<file path="src/rtl/core/nsrc_pkg.sv">
`default_nettype none

package nsrc_pkg;

	// fixed field widths
	localparam int RATE_W      = 18;
	localparam int SAMPLE_W    = 16;
	localparam int CHANNEL_W   = 16;
	localparam int DATA_W      = 32;
	localparam int REG_ADDR_W  = 4;
	localparam int MUL_CHUNK_W = 32;

	// defaults for the top level parameters
	localparam int DEF_MAX_OUTPUTS = 8;
	localparam int DEF_INDEX_BITS  = 48;
	localparam int DEF_QUEUE_DEPTH = 2;

	// register reset values
	localparam logic [RATE_W-1:0] RST_SOURCE_RATE = 18'd44100;
	localparam logic [RATE_W-1:0] RST_TARGET_RATE = 18'd16000;
	localparam logic              RST_SIXTEEN_BIT = 1'b1;
	localparam logic              RST_AVERAGE     = 1'b0;

	// register indexes, byte address 4*index
	typedef enum logic [1:0] {
		REG_SOURCE_RATE = 2'd0,
		REG_TARGET_RATE = 2'd1,
		REG_SIXTEEN_BIT = 2'd2,
		REG_AVERAGE     = 2'd3
	} reg_idx_t;

	typedef logic signed [SAMPLE_W-1:0] sample_t;

	// effective configuration, rates already forced non-zero
	typedef struct packed {
		logic [RATE_W-1:0] src_rate;
		logic [RATE_W-1:0] tgt_rate;
		logic              sixteen_bit;
		logic              average;
	} cfg_t;

endpackage

`default_nettype wire

</file>
<file path="src/rtl/core/nsrc_if.sv">
`default_nettype none

// frame request channel
interface nsrc_frame_if import nsrc_pkg::*; ();
	logic                 valid;
	logic                 ready;
	logic [CHANNEL_W-1:0] channel_a;
	logic [CHANNEL_W-1:0] channel_b;

	modport source (output valid, output channel_a, output channel_b, input ready);
	modport sink (input valid, input channel_a, input channel_b, output ready);
endinterface

// result request channel
interface nsrc_result_if import nsrc_pkg::*; ();
	logic    valid;
	logic    ready;
	sample_t sample;
	logic    last;
	logic    truncated;

	modport source (output valid, output sample, output last, output truncated, input ready);
	modport sink (input valid, input sample, input last, input truncated, output ready);
endinterface

`default_nettype wire

</file>
<file path="src/rtl/core/nsrc_front.sv">
`default_nettype none

module nsrc_front import nsrc_pkg::*; (
	input  wire logic    clk,
	input  wire logic    arst_n,
	input  wire cfg_t    cfg,
	nsrc_frame_if.sink   frames,
	output logic         push_valid,
	input  wire logic    push_ready,
	output sample_t      push_sample
);

	logic    vld_s1;
	sample_t smp_s1;

	// sample format conversion, average truncated toward zero
	function automatic sample_t make_sample(input logic [CHANNEL_W-1:0] a,
		input logic [CHANNEL_W-1:0] b, input cfg_t c);
		logic [16:0] sum16;
		logic [16:0] adj16;
		logic [8:0]  sum8;
		logic [15:0] res;
		sum16 = {a[15], a} + {b[15], b};
		adj16 = sum16 + {16'd0, sum16[16]};
		sum8  = {a[7], a[7:0]} + {b[7], b[7:0]};
		if (c.sixteen_bit) begin
			res = c.average ? adj16[16:1] : a;
		end else begin
			res = c.average ? {sum8, 7'd0} : {a[7:0], 8'd0};
		end
		return sample_t'(res);
	endfunction

	assign frames.ready = !vld_s1 || push_ready;

	// stage control
	always_ff @(posedge clk or negedge arst_n) begin
		if (!arst_n) begin
			vld_s1 <= 1'b0;
		end else if (frames.valid && frames.ready) begin
			vld_s1 <= 1'b1;
		end else if (push_ready) begin
			vld_s1 <= 1'b0;
		end
	end

	// converted sample
	always_ff @(posedge clk) begin
		if (frames.valid && frames.ready) begin
			smp_s1 <= make_sample(frames.channel_a, frames.channel_b, cfg);
		end
	end

	assign push_valid  = vld_s1;
	assign push_sample = smp_s1;

endmodule

`default_nettype wire

</file>
<file path="src/rtl/core/nsrc_queue.sv">
`default_nettype none

module nsrc_queue import nsrc_pkg::*; #(
	parameter int WIDTH = SAMPLE_W,
	parameter int DEPTH = DEF_QUEUE_DEPTH
) (
	input  wire logic             clk,
	input  wire logic             arst_n,
	input  wire logic             push_valid,
	output logic                  push_ready,
	input  wire logic [WIDTH-1:0] push_data,
	output logic                  pop_valid,
	input  wire logic             pop_ready,
	output logic [WIDTH-1:0]      pop_data
);

	localparam int PTR_W = $clog2(DEPTH);
	localparam int CNT_W = $clog2(DEPTH + 1);

	logic [WIDTH-1:0] slot_q [DEPTH];
	logic [PTR_W-1:0] wr_ptr_q;
	logic [PTR_W-1:0] rd_ptr_q;
	logic [CNT_W-1:0] count_q;
	logic             do_push;
	logic             do_pop;

	assign push_ready = count_q != CNT_W'(DEPTH);
	assign pop_valid  = count_q != '0;
	assign pop_data   = slot_q[rd_ptr_q];
	assign do_push    = push_valid && push_ready;
	assign do_pop     = pop_valid && pop_ready;

	// pointers and fill count
	always_ff @(posedge clk or negedge arst_n) begin
		if (!arst_n) begin
			wr_ptr_q <= '0;
			rd_ptr_q <= '0;
			count_q  <= '0;
		end else begin
			if (do_push) begin
				wr_ptr_q <= (wr_ptr_q == PTR_W'(DEPTH - 1)) ? '0 : wr_ptr_q + PTR_W'(1);
			end
			if (do_pop) begin
				rd_ptr_q <= (rd_ptr_q == PTR_W'(DEPTH - 1)) ? '0 : rd_ptr_q + PTR_W'(1);
			end
			if (do_push && !do_pop) begin
				count_q <= count_q + CNT_W'(1);
			end else if (do_pop && !do_push) begin
				count_q <= count_q - CNT_W'(1);
			end
		end
	end

	// storage
	always_ff @(posedge clk) begin
		if (do_push) begin
			slot_q[wr_ptr_q] <= push_data;
		end
	end

endmodule

`default_nettype wire

</file>
<file path="src/rtl/core/nsrc_div.sv">
`default_nettype none

module nsrc_div import nsrc_pkg::*; #(
	parameter int NUM_W = DEF_INDEX_BITS + RATE_W + 2,
	parameter int DEN_W = RATE_W + 1,
	parameter int QUO_W = DEF_INDEX_BITS
) (
	input  wire logic             clk,
	input  wire logic             arst_n,
	input  wire logic             start,
	input  wire logic [NUM_W-1:0] num,
	input  wire logic [DEN_W-1:0] den,
	output logic                  done,
	output logic [QUO_W-1:0]      quot
);

	localparam int CNT_W = $clog2(NUM_W + 1);

	logic [NUM_W-1:0] num_q;
	logic [DEN_W-1:0] rem_q;
	logic [QUO_W-1:0] quo_q;
	logic [CNT_W-1:0] cnt_q;
	logic             busy_q;
	logic             done_q;
	logic [DEN_W:0]   rem_sh;
	logic             ge;

	// one restoring step: shift in the next numerator bit
	assign rem_sh = {rem_q, num_q[NUM_W-1]};
	assign ge     = rem_sh >= {1'b0, den};

	// step control
	always_ff @(posedge clk or negedge arst_n) begin
		if (!arst_n) begin
			busy_q <= 1'b0;
			done_q <= 1'b0;
			cnt_q  <= '0;
		end else begin
			done_q <= 1'b0;
			if (start) begin
				busy_q <= 1'b1;
				cnt_q  <= CNT_W'(NUM_W);
			end else if (busy_q) begin
				cnt_q <= cnt_q - CNT_W'(1);
				if (cnt_q == CNT_W'(1)) begin
					busy_q <= 1'b0;
					done_q <= 1'b1;
				end
			end
		end
	end

	// datapath, only the low quotient bits are kept
	always_ff @(posedge clk) begin
		if (start) begin
			num_q <= num;
			rem_q <= '0;
		end else if (busy_q) begin
			num_q <= num_q << 1;
			rem_q <= DEN_W'(ge ? rem_sh - {1'b0, den} : rem_sh);
			quo_q <= {quo_q[QUO_W-2:0], ge};
		end
	end

	assign done = done_q;
	assign quot = quo_q;

endmodule

`default_nettype wire

</file>
<file path="src/rtl/core/nsrc_back.sv">
`default_nettype none

module nsrc_back import nsrc_pkg::*; #(
	parameter int MAX_OUTPUTS_PER_FRAME = DEF_MAX_OUTPUTS,
	parameter int INDEX_BITS            = DEF_INDEX_BITS
) (
	input  wire logic     clk,
	input  wire logic     arst_n,
	input  wire cfg_t     cfg,
	input  wire logic     job_valid,
	output logic          job_ready,
	input  wire sample_t  job_sample,
	nsrc_result_if.source results
);

	localparam int OPND_W = INDEX_BITS + 1;
	localparam int NCH    = (OPND_W + MUL_CHUNK_W - 1) / MUL_CHUNK_W;
	localparam int PAD_W  = NCH * MUL_CHUNK_W;
	localparam int PP_W   = MUL_CHUNK_W + RATE_W;
	localparam int PROD_W = INDEX_BITS + 1 + RATE_W;
	localparam int NUM_W  = PROD_W + 1;
	localparam int S2_W   = RATE_W + 1;
	localparam int MCNT_W = $clog2(NCH + 1);
	localparam int CNT_W  = $clog2(MAX_OUTPUTS_PER_FRAME + 1);

	typedef enum logic [4:0] {
		ST_IDLE  = 5'b00001,
		ST_MUL   = 5'b00010,
		ST_COUNT = 5'b00100,
		ST_DIV   = 5'b01000,
		ST_EMIT  = 5'b10000
	} state_t;

	state_t                  state_q;
	logic [INDEX_BITS-1:0]   f_q;
	logic [INDEX_BITS-1:0]   k_q;
	logic [CNT_W-1:0]        n_q;
	logic [CNT_W-1:0]        e_q;
	logic [MCNT_W-1:0]       mcnt_q;
	logic                    trunc_q;
	sample_t                 sample_q;
	logic [PAD_W-1:0]        opl_q;
	logic [PAD_W-1:0]        opp_q;
	logic [PP_W-1:0]         ppl_s1;
	logic [PP_W-1:0]         ppp_s1;
	logic [PROD_W-1:0]       accl_q;
	logic [PROD_W-1:0]       accp_q;
	logic [S2_W-1:0]         s2;
	logic [S2_W-1:0]         s2m1;
	logic                    due;
	logic                    full;
	logic                    last;
	logic                    div_start;
	logic                    div_done;
	logic [INDEX_BITS-1:0]   div_quot;
	logic [NUM_W-1:0]        div_num;

	assign s2   = {cfg.src_rate, 1'b0};
	assign s2m1 = s2 - S2_W'(1);

	// output k is due while k*2S stays below (2f+1)*T
	assign due  = accp_q < accl_q;
	assign full = n_q == CNT_W'(MAX_OUTPUTS_PER_FRAME);
	assign last = (e_q + CNT_W'(1)) == n_q;

	assign div_start = (state_q == ST_COUNT) && due && full;
	assign div_num   = NUM_W'(accl_q) + NUM_W'(s2m1);

	assign job_ready         = state_q == ST_IDLE;
	assign results.valid     = state_q == ST_EMIT;
	assign results.sample    = sample_q;
	assign results.last      = last;
	assign results.truncated = trunc_q;

	// first output due after the current frame when the burst is cut short
	nsrc_div #(
		.NUM_W (NUM_W),
		.DEN_W (S2_W),
		.QUO_W (INDEX_BITS)
	) u_div (
		.clk    (clk),
		.arst_n (arst_n),
		.start  (div_start),
		.num    (div_num),
		.den    (s2),
		.done   (div_done),
		.quot   (div_quot)
	);

	// sequencer and index state
	always_ff @(posedge clk or negedge arst_n) begin
		if (!arst_n) begin
			state_q <= ST_IDLE;
			f_q     <= '0;
			k_q     <= '0;
			n_q     <= '0;
			e_q     <= '0;
			mcnt_q  <= '0;
			trunc_q <= 1'b0;
		end else begin
			unique case (state_q)
				ST_IDLE: begin
					if (job_valid) begin
						n_q     <= '0;
						e_q     <= '0;
						mcnt_q  <= '0;
						trunc_q <= 1'b0;
						state_q <= ST_MUL;
					end
				end
				ST_MUL: begin
					mcnt_q <= mcnt_q + MCNT_W'(1);
					if (mcnt_q == MCNT_W'(NCH)) begin
						state_q <= ST_COUNT;
					end
				end
				ST_COUNT: begin
					if (!due) begin
						if (n_q == '0) begin
							f_q     <= f_q + INDEX_BITS'(1);
							state_q <= ST_IDLE;
						end else begin
							state_q <= ST_EMIT;
						end
					end else if (full) begin
						trunc_q <= 1'b1;
						state_q <= ST_DIV;
					end else begin
						n_q <= n_q + CNT_W'(1);
						k_q <= k_q + INDEX_BITS'(1);
					end
				end
				ST_DIV: begin
					if (div_done) begin
						k_q     <= div_quot;
						state_q <= ST_EMIT;
					end
				end
				ST_EMIT: begin
					if (results.ready) begin
						e_q <= e_q + CNT_W'(1);
						if (last) begin
							f_q     <= f_q + INDEX_BITS'(1);
							state_q <= ST_IDLE;
						end
					end
				end
				default: begin
					state_q <= ST_IDLE;
				end
			endcase
		end
	end

	// products by 32-bit partial products, top chunk first
	always_ff @(posedge clk) begin
		unique case (state_q)
			ST_IDLE: begin
				if (job_valid) begin
					sample_q <= job_sample;
					opl_q    <= PAD_W'({f_q, 1'b1});
					opp_q    <= PAD_W'({k_q, 1'b0});
					accl_q   <= '0;
					accp_q   <= '0;
				end
			end
			ST_MUL: begin
				if (mcnt_q < MCNT_W'(NCH)) begin
					ppl_s1 <= PP_W'(opl_q[PAD_W-1 -: MUL_CHUNK_W]) * PP_W'(cfg.tgt_rate);
					ppp_s1 <= PP_W'(opp_q[PAD_W-1 -: MUL_CHUNK_W]) * PP_W'(cfg.src_rate);
					opl_q  <= opl_q << MUL_CHUNK_W;
					opp_q  <= opp_q << MUL_CHUNK_W;
				end
				if (mcnt_q != '0) begin
					accl_q <= (accl_q << MUL_CHUNK_W) + PROD_W'(ppl_s1);
					accp_q <= (accp_q << MUL_CHUNK_W) + PROD_W'(ppp_s1);
				end
			end
			ST_COUNT: begin
				// stepping k by one adds 2S, wrapping k restarts at zero
				if (due && !full) begin
					accp_q <= (k_q == '1) ? '0 : accp_q + PROD_W'(s2);
				end
			end
			default: begin
			end
		endcase
	end

`ifndef SYNTH
	a_trunc_full: assert property (@(posedge clk) disable iff (!arst_n)
		results.valid && results.truncated |-> full)
		else $error("truncated result without a full burst");
	a_last_idle: assert property (@(posedge clk) disable iff (!arst_n)
		results.valid && results.ready && last |=> state_q == ST_IDLE)
		else $error("sequencer not idle after last result");
	a_emit_count: assert property (@(posedge clk) disable iff (!arst_n)
		state_q == ST_EMIT |-> (e_q < n_q))
		else $error("more results than counted");
	a_div_done: assert property (@(posedge clk) disable iff (!arst_n)
		div_done |-> state_q == ST_DIV)
		else $error("divider finished outside the divide step");
	a_job_mul: assert property (@(posedge clk) disable iff (!arst_n)
		job_valid && job_ready |=> state_q == ST_MUL && mcnt_q == '0)
		else $error("accepted frame did not start the products");
`endif

endmodule

`default_nettype wire

</file>
<file path="src/rtl/core/nearest_sample_rate_converter_unit.sv">
// flow: a frame passes the front end register and the queue before it reaches the back end,
// which forms the products in 32-bit chunks, then runs the due count and emits the results,
// one a cycle while the receiver is ready; the back end takes a new frame only in its
// idle state, after the last one; a truncated frame also runs the bit-serial divider
// reset: arst_n clears both indices, the queue and all handshakes at once and loads the
// register defaults
`default_nettype none

module nearest_sample_rate_converter_unit import nsrc_pkg::*; #(
	parameter int MAX_OUTPUTS_PER_FRAME = DEF_MAX_OUTPUTS,
	parameter int INDEX_BITS            = DEF_INDEX_BITS,
	parameter int QUEUE_DEPTH           = DEF_QUEUE_DEPTH
) (
	input  wire logic                  clk,
	input  wire logic                  arst_n,
	input  wire logic                  psel,
	input  wire logic                  penable,
	input  wire logic                  pwrite,
	input  wire logic [REG_ADDR_W-1:0] paddr,
	input  wire logic [DATA_W-1:0]     pwdata,
	output logic [DATA_W-1:0]          prdata,
	output logic                       pready,
	nsrc_frame_if.sink                 frames,
	nsrc_result_if.source              results
);

	logic [RATE_W-1:0] src_rate_q;
	logic [RATE_W-1:0] tgt_rate_q;
	logic              sixteen_bit_q;
	logic              average_q;
	reg_idx_t          reg_idx;
	logic              wr_en;
	cfg_t              cfg;
	logic              push_valid;
	logic              push_ready;
	sample_t           push_sample;
	logic              pop_valid;
	logic              pop_ready;
	logic [SAMPLE_W-1:0] pop_data;

	assign pready  = 1'b1;
	assign reg_idx = reg_idx_t'(paddr[REG_ADDR_W-1:2]);
	assign wr_en   = psel && penable && pwrite && pready;

	// register writes
	always_ff @(posedge clk or negedge arst_n) begin
		if (!arst_n) begin
			src_rate_q    <= RST_SOURCE_RATE;
			tgt_rate_q    <= RST_TARGET_RATE;
			sixteen_bit_q <= RST_SIXTEEN_BIT;
			average_q     <= RST_AVERAGE;
		end else if (wr_en) begin
			unique case (reg_idx)
				REG_SOURCE_RATE: src_rate_q    <= pwdata[RATE_W-1:0];
				REG_TARGET_RATE: tgt_rate_q    <= pwdata[RATE_W-1:0];
				REG_SIXTEEN_BIT: sixteen_bit_q <= pwdata[0];
				REG_AVERAGE:     average_q     <= pwdata[0];
				default: begin
				end
			endcase
		end
	end

	// register reads
	always_comb begin
		unique case (reg_idx)
			REG_SOURCE_RATE: prdata = DATA_W'(src_rate_q);
			REG_TARGET_RATE: prdata = DATA_W'(tgt_rate_q);
			REG_SIXTEEN_BIT: prdata = DATA_W'(sixteen_bit_q);
			REG_AVERAGE:     prdata = DATA_W'(average_q);
			default:         prdata = '0;
		endcase
	end

	// a zero rate counts as one
	always_comb begin
		cfg.src_rate    = (src_rate_q == '0) ? RATE_W'(1) : src_rate_q;
		cfg.tgt_rate    = (tgt_rate_q == '0) ? RATE_W'(1) : tgt_rate_q;
		cfg.sixteen_bit = sixteen_bit_q;
		cfg.average     = average_q;
	end

	// front end: accepts frames and converts the sample
	nsrc_front u_front (
		.clk         (clk),
		.arst_n      (arst_n),
		.cfg         (cfg),
		.frames      (frames),
		.push_valid  (push_valid),
		.push_ready  (push_ready),
		.push_sample (push_sample)
	);

	// queue between front and back
	nsrc_queue #(
		.WIDTH (SAMPLE_W),
		.DEPTH (QUEUE_DEPTH)
	) u_queue (
		.clk        (clk),
		.arst_n     (arst_n),
		.push_valid (push_valid),
		.push_ready (push_ready),
		.push_data  (push_sample),
		.pop_valid  (pop_valid),
		.pop_ready  (pop_ready),
		.pop_data   (pop_data)
	);

	// back end: due count and result emission
	nsrc_back #(
		.MAX_OUTPUTS_PER_FRAME (MAX_OUTPUTS_PER_FRAME),
		.INDEX_BITS            (INDEX_BITS)
	) u_back (
		.clk        (clk),
		.arst_n     (arst_n),
		.cfg        (cfg),
		.job_valid  (pop_valid),
		.job_ready  (pop_ready),
		.job_sample (sample_t'(pop_data)),
		.results    (results)
	);

endmodule

`default_nettype wire

</file>
<file path="src/flat_wrapper.sv">
// flat-port wrapper written by rule: the top's interface ports become plain ports
module nearest_sample_rate_converter_unit_flat import nsrc_pkg::*;
#(
	parameter int MAX_OUTPUTS_PER_FRAME = DEF_MAX_OUTPUTS,
	parameter int INDEX_BITS            = DEF_INDEX_BITS,
	parameter int QUEUE_DEPTH           = DEF_QUEUE_DEPTH
)
  (clk, arst_n, psel, penable, pwrite, paddr, pwdata, prdata, pready, frames_valid, frames_channel_a, frames_channel_b, frames_ready, results_valid, results_sample, results_last, results_truncated, results_ready);
  nsrc_frame_if frames_i ();
  nsrc_result_if results_i ();
  input  wire logic clk;
  input  wire logic arst_n;
  input  wire logic psel;
  input  wire logic penable;
  input  wire logic pwrite;
  input  wire logic [REG_ADDR_W-1:0] paddr;
  input  wire logic [DATA_W-1:0] pwdata;
  output logic [DATA_W-1:0] prdata;
  output logic pready;
  input wire logic [$bits(frames_i.valid)-1:0] frames_valid;
  input wire logic [$bits(frames_i.channel_a)-1:0] frames_channel_a;
  input wire logic [$bits(frames_i.channel_b)-1:0] frames_channel_b;
  output wire logic [$bits(frames_i.ready)-1:0] frames_ready;
  output wire logic [$bits(results_i.valid)-1:0] results_valid;
  output wire logic [$bits(results_i.sample)-1:0] results_sample;
  output wire logic [$bits(results_i.last)-1:0] results_last;
  output wire logic [$bits(results_i.truncated)-1:0] results_truncated;
  input wire logic [$bits(results_i.ready)-1:0] results_ready;
  assign frames_i.valid = frames_valid;
  assign frames_i.channel_a = frames_channel_a;
  assign frames_i.channel_b = frames_channel_b;
  assign frames_ready = frames_i.ready;
  assign results_valid = results_i.valid;
  assign results_sample = results_i.sample;
  assign results_last = results_i.last;
  assign results_truncated = results_i.truncated;
  assign results_i.ready = results_ready;
  nearest_sample_rate_converter_unit #(.MAX_OUTPUTS_PER_FRAME(MAX_OUTPUTS_PER_FRAME), .INDEX_BITS(INDEX_BITS), .QUEUE_DEPTH(QUEUE_DEPTH)) u_core (.clk(clk), .arst_n(arst_n), .psel(psel), .penable(penable), .pwrite(pwrite), .paddr(paddr), .pwdata(pwdata), .prdata(prdata), .pready(pready), .frames(frames_i), .results(results_i));
endmodule
</file>
<file path="config.mk">
export PLATFORM = sky130hd
export DESIGN_NAME = nearest_sample_rate_converter_unit_flat
export DESIGN_NICKNAME = d
export VERILOG_FILES = /design/src/rtl/core/nsrc_pkg.sv /design/src/rtl/core/nsrc_if.sv /design/src/rtl/core/nsrc_front.sv /design/src/rtl/core/nsrc_queue.sv /design/src/rtl/core/nsrc_div.sv /design/src/rtl/core/nsrc_back.sv /design/src/rtl/core/nearest_sample_rate_converter_unit.sv /design/src/flat_wrapper.sv
export SDC_FILE = /design/constraint.sdc
export NUM_CORES = 2
export LEC_CHECK = 0
export ABC_AREA = 1
export BUFFER_PORTS_ARGS = -buffer_cell sky130_fd_sc_hd__buf_2
export CORE_ASPECT_RATIO = 1.2
export CORE_UTILIZATION = 30
export DETAILED_ROUTE_END_ITERATION = 16
export GPL_ROUTABILITY_DRIVEN = 0
export GPL_TIMING_DRIVEN = 0
export PLACE_DENSITY = 0.5
export SETUP_SLACK_MARGIN = 0.4
export SLEW_MARGIN = 40
export SYNTH_ARGS = -nofsm -noshare
export SYNTH_HDL_FRONTEND = slang
export SYNTH_SLANG_ARGS = --single-unit
</file>
<file path="constraint.sdc">
create_clock -name clk -period 13.25 [get_ports clk]
set_input_delay 0.6625 -clock clk [delete_from_list [all_inputs] [get_ports clk]]
set_output_delay 0.6625 -clock clk [all_outputs]
set_load 0.005 [all_outputs]
</file>
==> out/qor_table.md <==
| Quantity | This run | Unit |
| --- | --- | --- |
| 1st-iter DRT viols | 5512 | - |
| Row count | 208 | - |
| Number of antenna violations at the first check in global routing | 11 | - |
| Area grow syn2layout | 10.54 | % |
| Final net count | 12040 | - |
| Yosys warning count | 0 | - |
| Area of the mapped netlist | 80940 | sq um |
| Mean Syn Cell Area | 7.830 | sq um |
| Critical Path Slowest Stage Cell | sky130_fd_sc_hd__inv_1 | - |
| Total setup violations reported at the end of the flow | 0 | - |
| Final cell area excluding filler cells | 89470 | sq um |
| Buffer depth of the longest clock path | 3 | - |
| First-pass GRT wire length | 433000 | microns |
| Die footprint | 271900 | sq um |
| Global Route Usage Sum | 0.2095 | - |
| Via/cell ratio | 4.798 | - |
| Most frequent cells after synthesis | sky130_fd_sc_hd__nand2_1, sky130_fd_sc_hd__inv_1, sky130_fd_sc_hd__fa_1, sky130_fd_sc_hd__nor2_1, sky130_fd_sc_hd__edfxtp_1 | - |
| Cell with the most instances after synthesis | sky130_fd_sc_hd__nand2_1 | - |
| Flop and latch count out of synthesis | 724 | - |
| Via count | 68170 | - |
| Final-layout setup total negative slack | 0 | ns |
| Total of buffers placed on input and output ports | 96 | - |
| Hold-fix buffer count after cts | 1 | - |
| Cells taking the most area after synthesis | sky130_fd_sc_hd__fa_1, sky130_fd_sc_hd__edfxtp_1, sky130_fd_sc_hd__nand2_1 | - |
| Crit path max fanout | 10 | - |
| Commonest register cell after synthesis | sky130_fd_sc_hd__edfxtp_1 | - |
| Final critical delay including setup and external delays | 8.286 | ns |
| Count of nets left with antenna violations after detail routing | 0 | - |
| Post-DR wirelength/cell | 20.14 | microns |
| DR DRC count | 0 | - |
| Kind of end point of the critical path | register | - |
| Number of enable-type register cells in the synthesized netlist | 541 | - |
| Max Freq | 120.7 | MHz |
| Post-Syn Instances | 10340 | - |
| Count of final max-slew check failures | 0 | - |
| Number of cells upsized or downsized after cts | 0 | - |
| Initial standard-cell utilization of the core | 0.3022 | - |
| Total half-perimeter wirelength after legalization and detailed placement | 237900 | microns |
| Final hold violation count | 0 | - |
| Slew headroom | 0.3842 | - |
| Kind of start point of the critical path | register | - |
| Ratio of final minimum period to clock period | 0.6254 | - |
| Critical path data arrival time | 8.75 | ns |
| Max Clock Skew | 0.05979 | ns |
| Outcome | finished clean | - |
| Htree depth | 3 | - |
| Data required time of the critical path | 13.71 | ns |
| Cell mode on critical path | sky130_fd_sc_hd__nand2_1 | - |
| Share of synthesized flip-flops with an asynchronous set or reset | 0.2265 | - |
| Worst-Skew Late Latency | 0.74 | ns |
| Sinks on the clock net | 724 | - |
| Clock tree from TritonCTS | yes | - |
| Cell type with the highest aggregate area in the netlist | sky130_fd_sc_hd__fa_1 | - |
| Biggest cell delay along the critical path | 0.57 | ns |
| Total detailed-routing wirelength | 286100 | microns |
| Top-area cell type share of the netlist area | 0.2389 | - |
| Post-CTS Repair Setup Buffers | 0 | - |
| Worst-path clk slew | 0.06 | ns |
| Count of distinct cell types in the synthesized netlist | 67 | - |
| Unrepaired setup endpoints after global routing | no | - |
| Clock buffer count from CTS | 85 | - |
| Maximum number of pins on one net before global-route repair | 63 | - |
| Die height | 571.0 | microns |
| Ratio of cells with drive above 1 in the final layout | 0.04457 | - |
| Boundary Pins | 128 | - |
| Slew at the pin closest to its max-slew limit | 0.9237 | ns |
| Number of global-route vias before repair | 70470 | - |
| Area of the placeable core | 267800 | sq um |
| Sequential element share of the synthesized area | 0.2563 | - |
| Die extent in x | 476.2 | microns |
| First drt pass iteration count | 6 | - |
| Reported max-cap violation count | 0 | - |
| Count of fill cells added during filler insertion | 28340 | - |
| Worst setup path category | register to register | - |
| Clock root cell | sky130_fd_sc_hd__clkbuf_16 | - |
| Worst hold path class | primary input to register | - |
| Total cell area at the placement stage | 86660 | sq um |
| Sum of overflow across all layers after global routing | 0 | - |
[sequential cells by signal, indices dropped and copies added (netlist names), 48 cells and up]
name and cells:
u_core.u_back.accl_q 67, u_core.u_back.accp_q 67, u_core.u_back.f_q 48, u_core.u_back.k_q 48, u_core.u_back.opl_q 64, u_core.u_back.opp_q 63, u_core.u_back.ppl_s1 50, u_core.u_back.ppp_s1 50
u_core.u_back.u_div.num_q 68, u_core.u_back.u_div.quot 48
[routing by layer]
metal,GRT usage,routed length (microns),part of all wire
met4,0.1062,16340,0.057
met2,0.3668,139700,0.49
met3,0.02460,15790,0.055
met1,0.2527,114300,0.40
met5,0,13,0.000045
[worst paths after layout]
path	to	startpoint	cells after the start	slack, ns
worst min register to register	u_core.u_queue.slot_q[1][8]	u_core.u_front.push_sample[8]	0	0.44
worst max register to register	u_core.u_back.ppp_s1[44]	u_core.src_rate_q[1]	29	4.96
worst min-delay path	u_core.src_rate_q[2]	pwdata[2]	3	0.23
min in group asynchronous	u_core.u_back.f_q[0]	arst_n	2	0.46
max in group asynchronous	u_core.sixteen_bit_q	arst_n	4	11.65
worst max-delay path	u_core.u_back.ppp_s1[44]	u_core.src_rate_q[1]	29	4.96
[layout by cell type (no fill, tap or decap), types with 33 or more instances in the layout]
cell type,count
sky130_fd_sc_hd__nor3_1,149
sky130_fd_sc_hd__nand4_1,109
sky130_fd_sc_hd__fa_1,966
sky130_fd_sc_hd__buf_1,33
sky130_fd_sc_hd__o21ai_0,442
sky130_fd_sc_hd__clkbuf_16,85
sky130_fd_sc_hd__clkbuf_1,282
sky130_fd_sc_hd__dfrtp_1,150
sky130_fd_sc_hd__nor2_1,693
sky130_fd_sc_hd__xor2_1,226
sky130_fd_sc_hd__a21o_1,33
sky130_fd_sc_hd__xnor2_1,64
sky130_fd_sc_hd__nand3_1,364
sky130_fd_sc_hd__ha_1,432
sky130_fd_sc_hd__a21oi_1,312
sky130_fd_sc_hd__o21ai_1,42
sky130_fd_sc_hd__nand2_1,2753
sky130_fd_sc_hd__edfxtp_1,541
sky130_fd_sc_hd__buf_2,151
sky130_fd_sc_hd__clkbuf_2,38
sky130_fd_sc_hd__nor4_1,33
sky130_fd_sc_hd__inv_1,2326
[cell families (layout without fill, tap and decap cells)]
logic type | Yosys count | count (layout) | share of synthesized area
and+or+nand+nor | 4194 | 4194 | 0.2112
buffers and inverters | 2756 | 3040 | 0.1298
adders and majority gates | 1398 | 1398 | 0.3057
AOI/OAI and AO/OA | 972 | 972 | 0.06533
DFF | 724 | 724 | 0.2563
xor gates and xnor gates | 290 | 290 | 0.03138
other | 2 | 21 | 0.00009279
muxes | 1 | 1 | 0.0001237
[per-stage QoR]
step | std cells | setup slack [ns] | utilization | hold WS, ns
2_1_floorplan | 10350 | 5.195 | - | 0.3669
3_3_place_gp | 14020 | 0.6279 | 0.3209 | 0.4250
3_5_place_dp | 14050 | 5.119 | 0.3236 | 0.4337
4_1_cts | 14200 | 5.119 | 0.3340 | 0.1875
5_1_grt | 14210 | 4.648 | 0.3340 | 0.2496
6_report | 14210 | 4.964 | 0.3341 | 0.2301
[critical path: cells and delay by family (launching register included)]
kind / cells / cell delay [ns]
flip-flops: 1 / 0.36
buffers and inverters: 7 / 2.02
adder cells (fa/ha/maj): 6 / 2.88
AO/OA/AOI/OAI: 2 / 0.77
AND/OR/NAND/NOR: 13 / 1.91
XOR/XNOR: 1 / 0.07
[area by class of cell]
cell class / instances / area [sq um] / area share
buffer: 420 / 1795 / 0.02007
multi-input combinational: 6870 / 49810 / 0.5567
inverter: 2336 / 8773 / 0.09806
clock buffer: 105 / 2282 / 0.02551
timing repair buffer: 127 / 1091 / 0.01219
tap: 3570 / 4467 / 0.04993
sequential: 724 / 20750 / 0.2319
clock inverter: 52 / 491.7 / 0.005496
antenna: 6 / 15.01 / 0.0001678
Power is not shown: default switching activity piles up to over one toggle a cycle in this logic, so the estimate is an artifact.
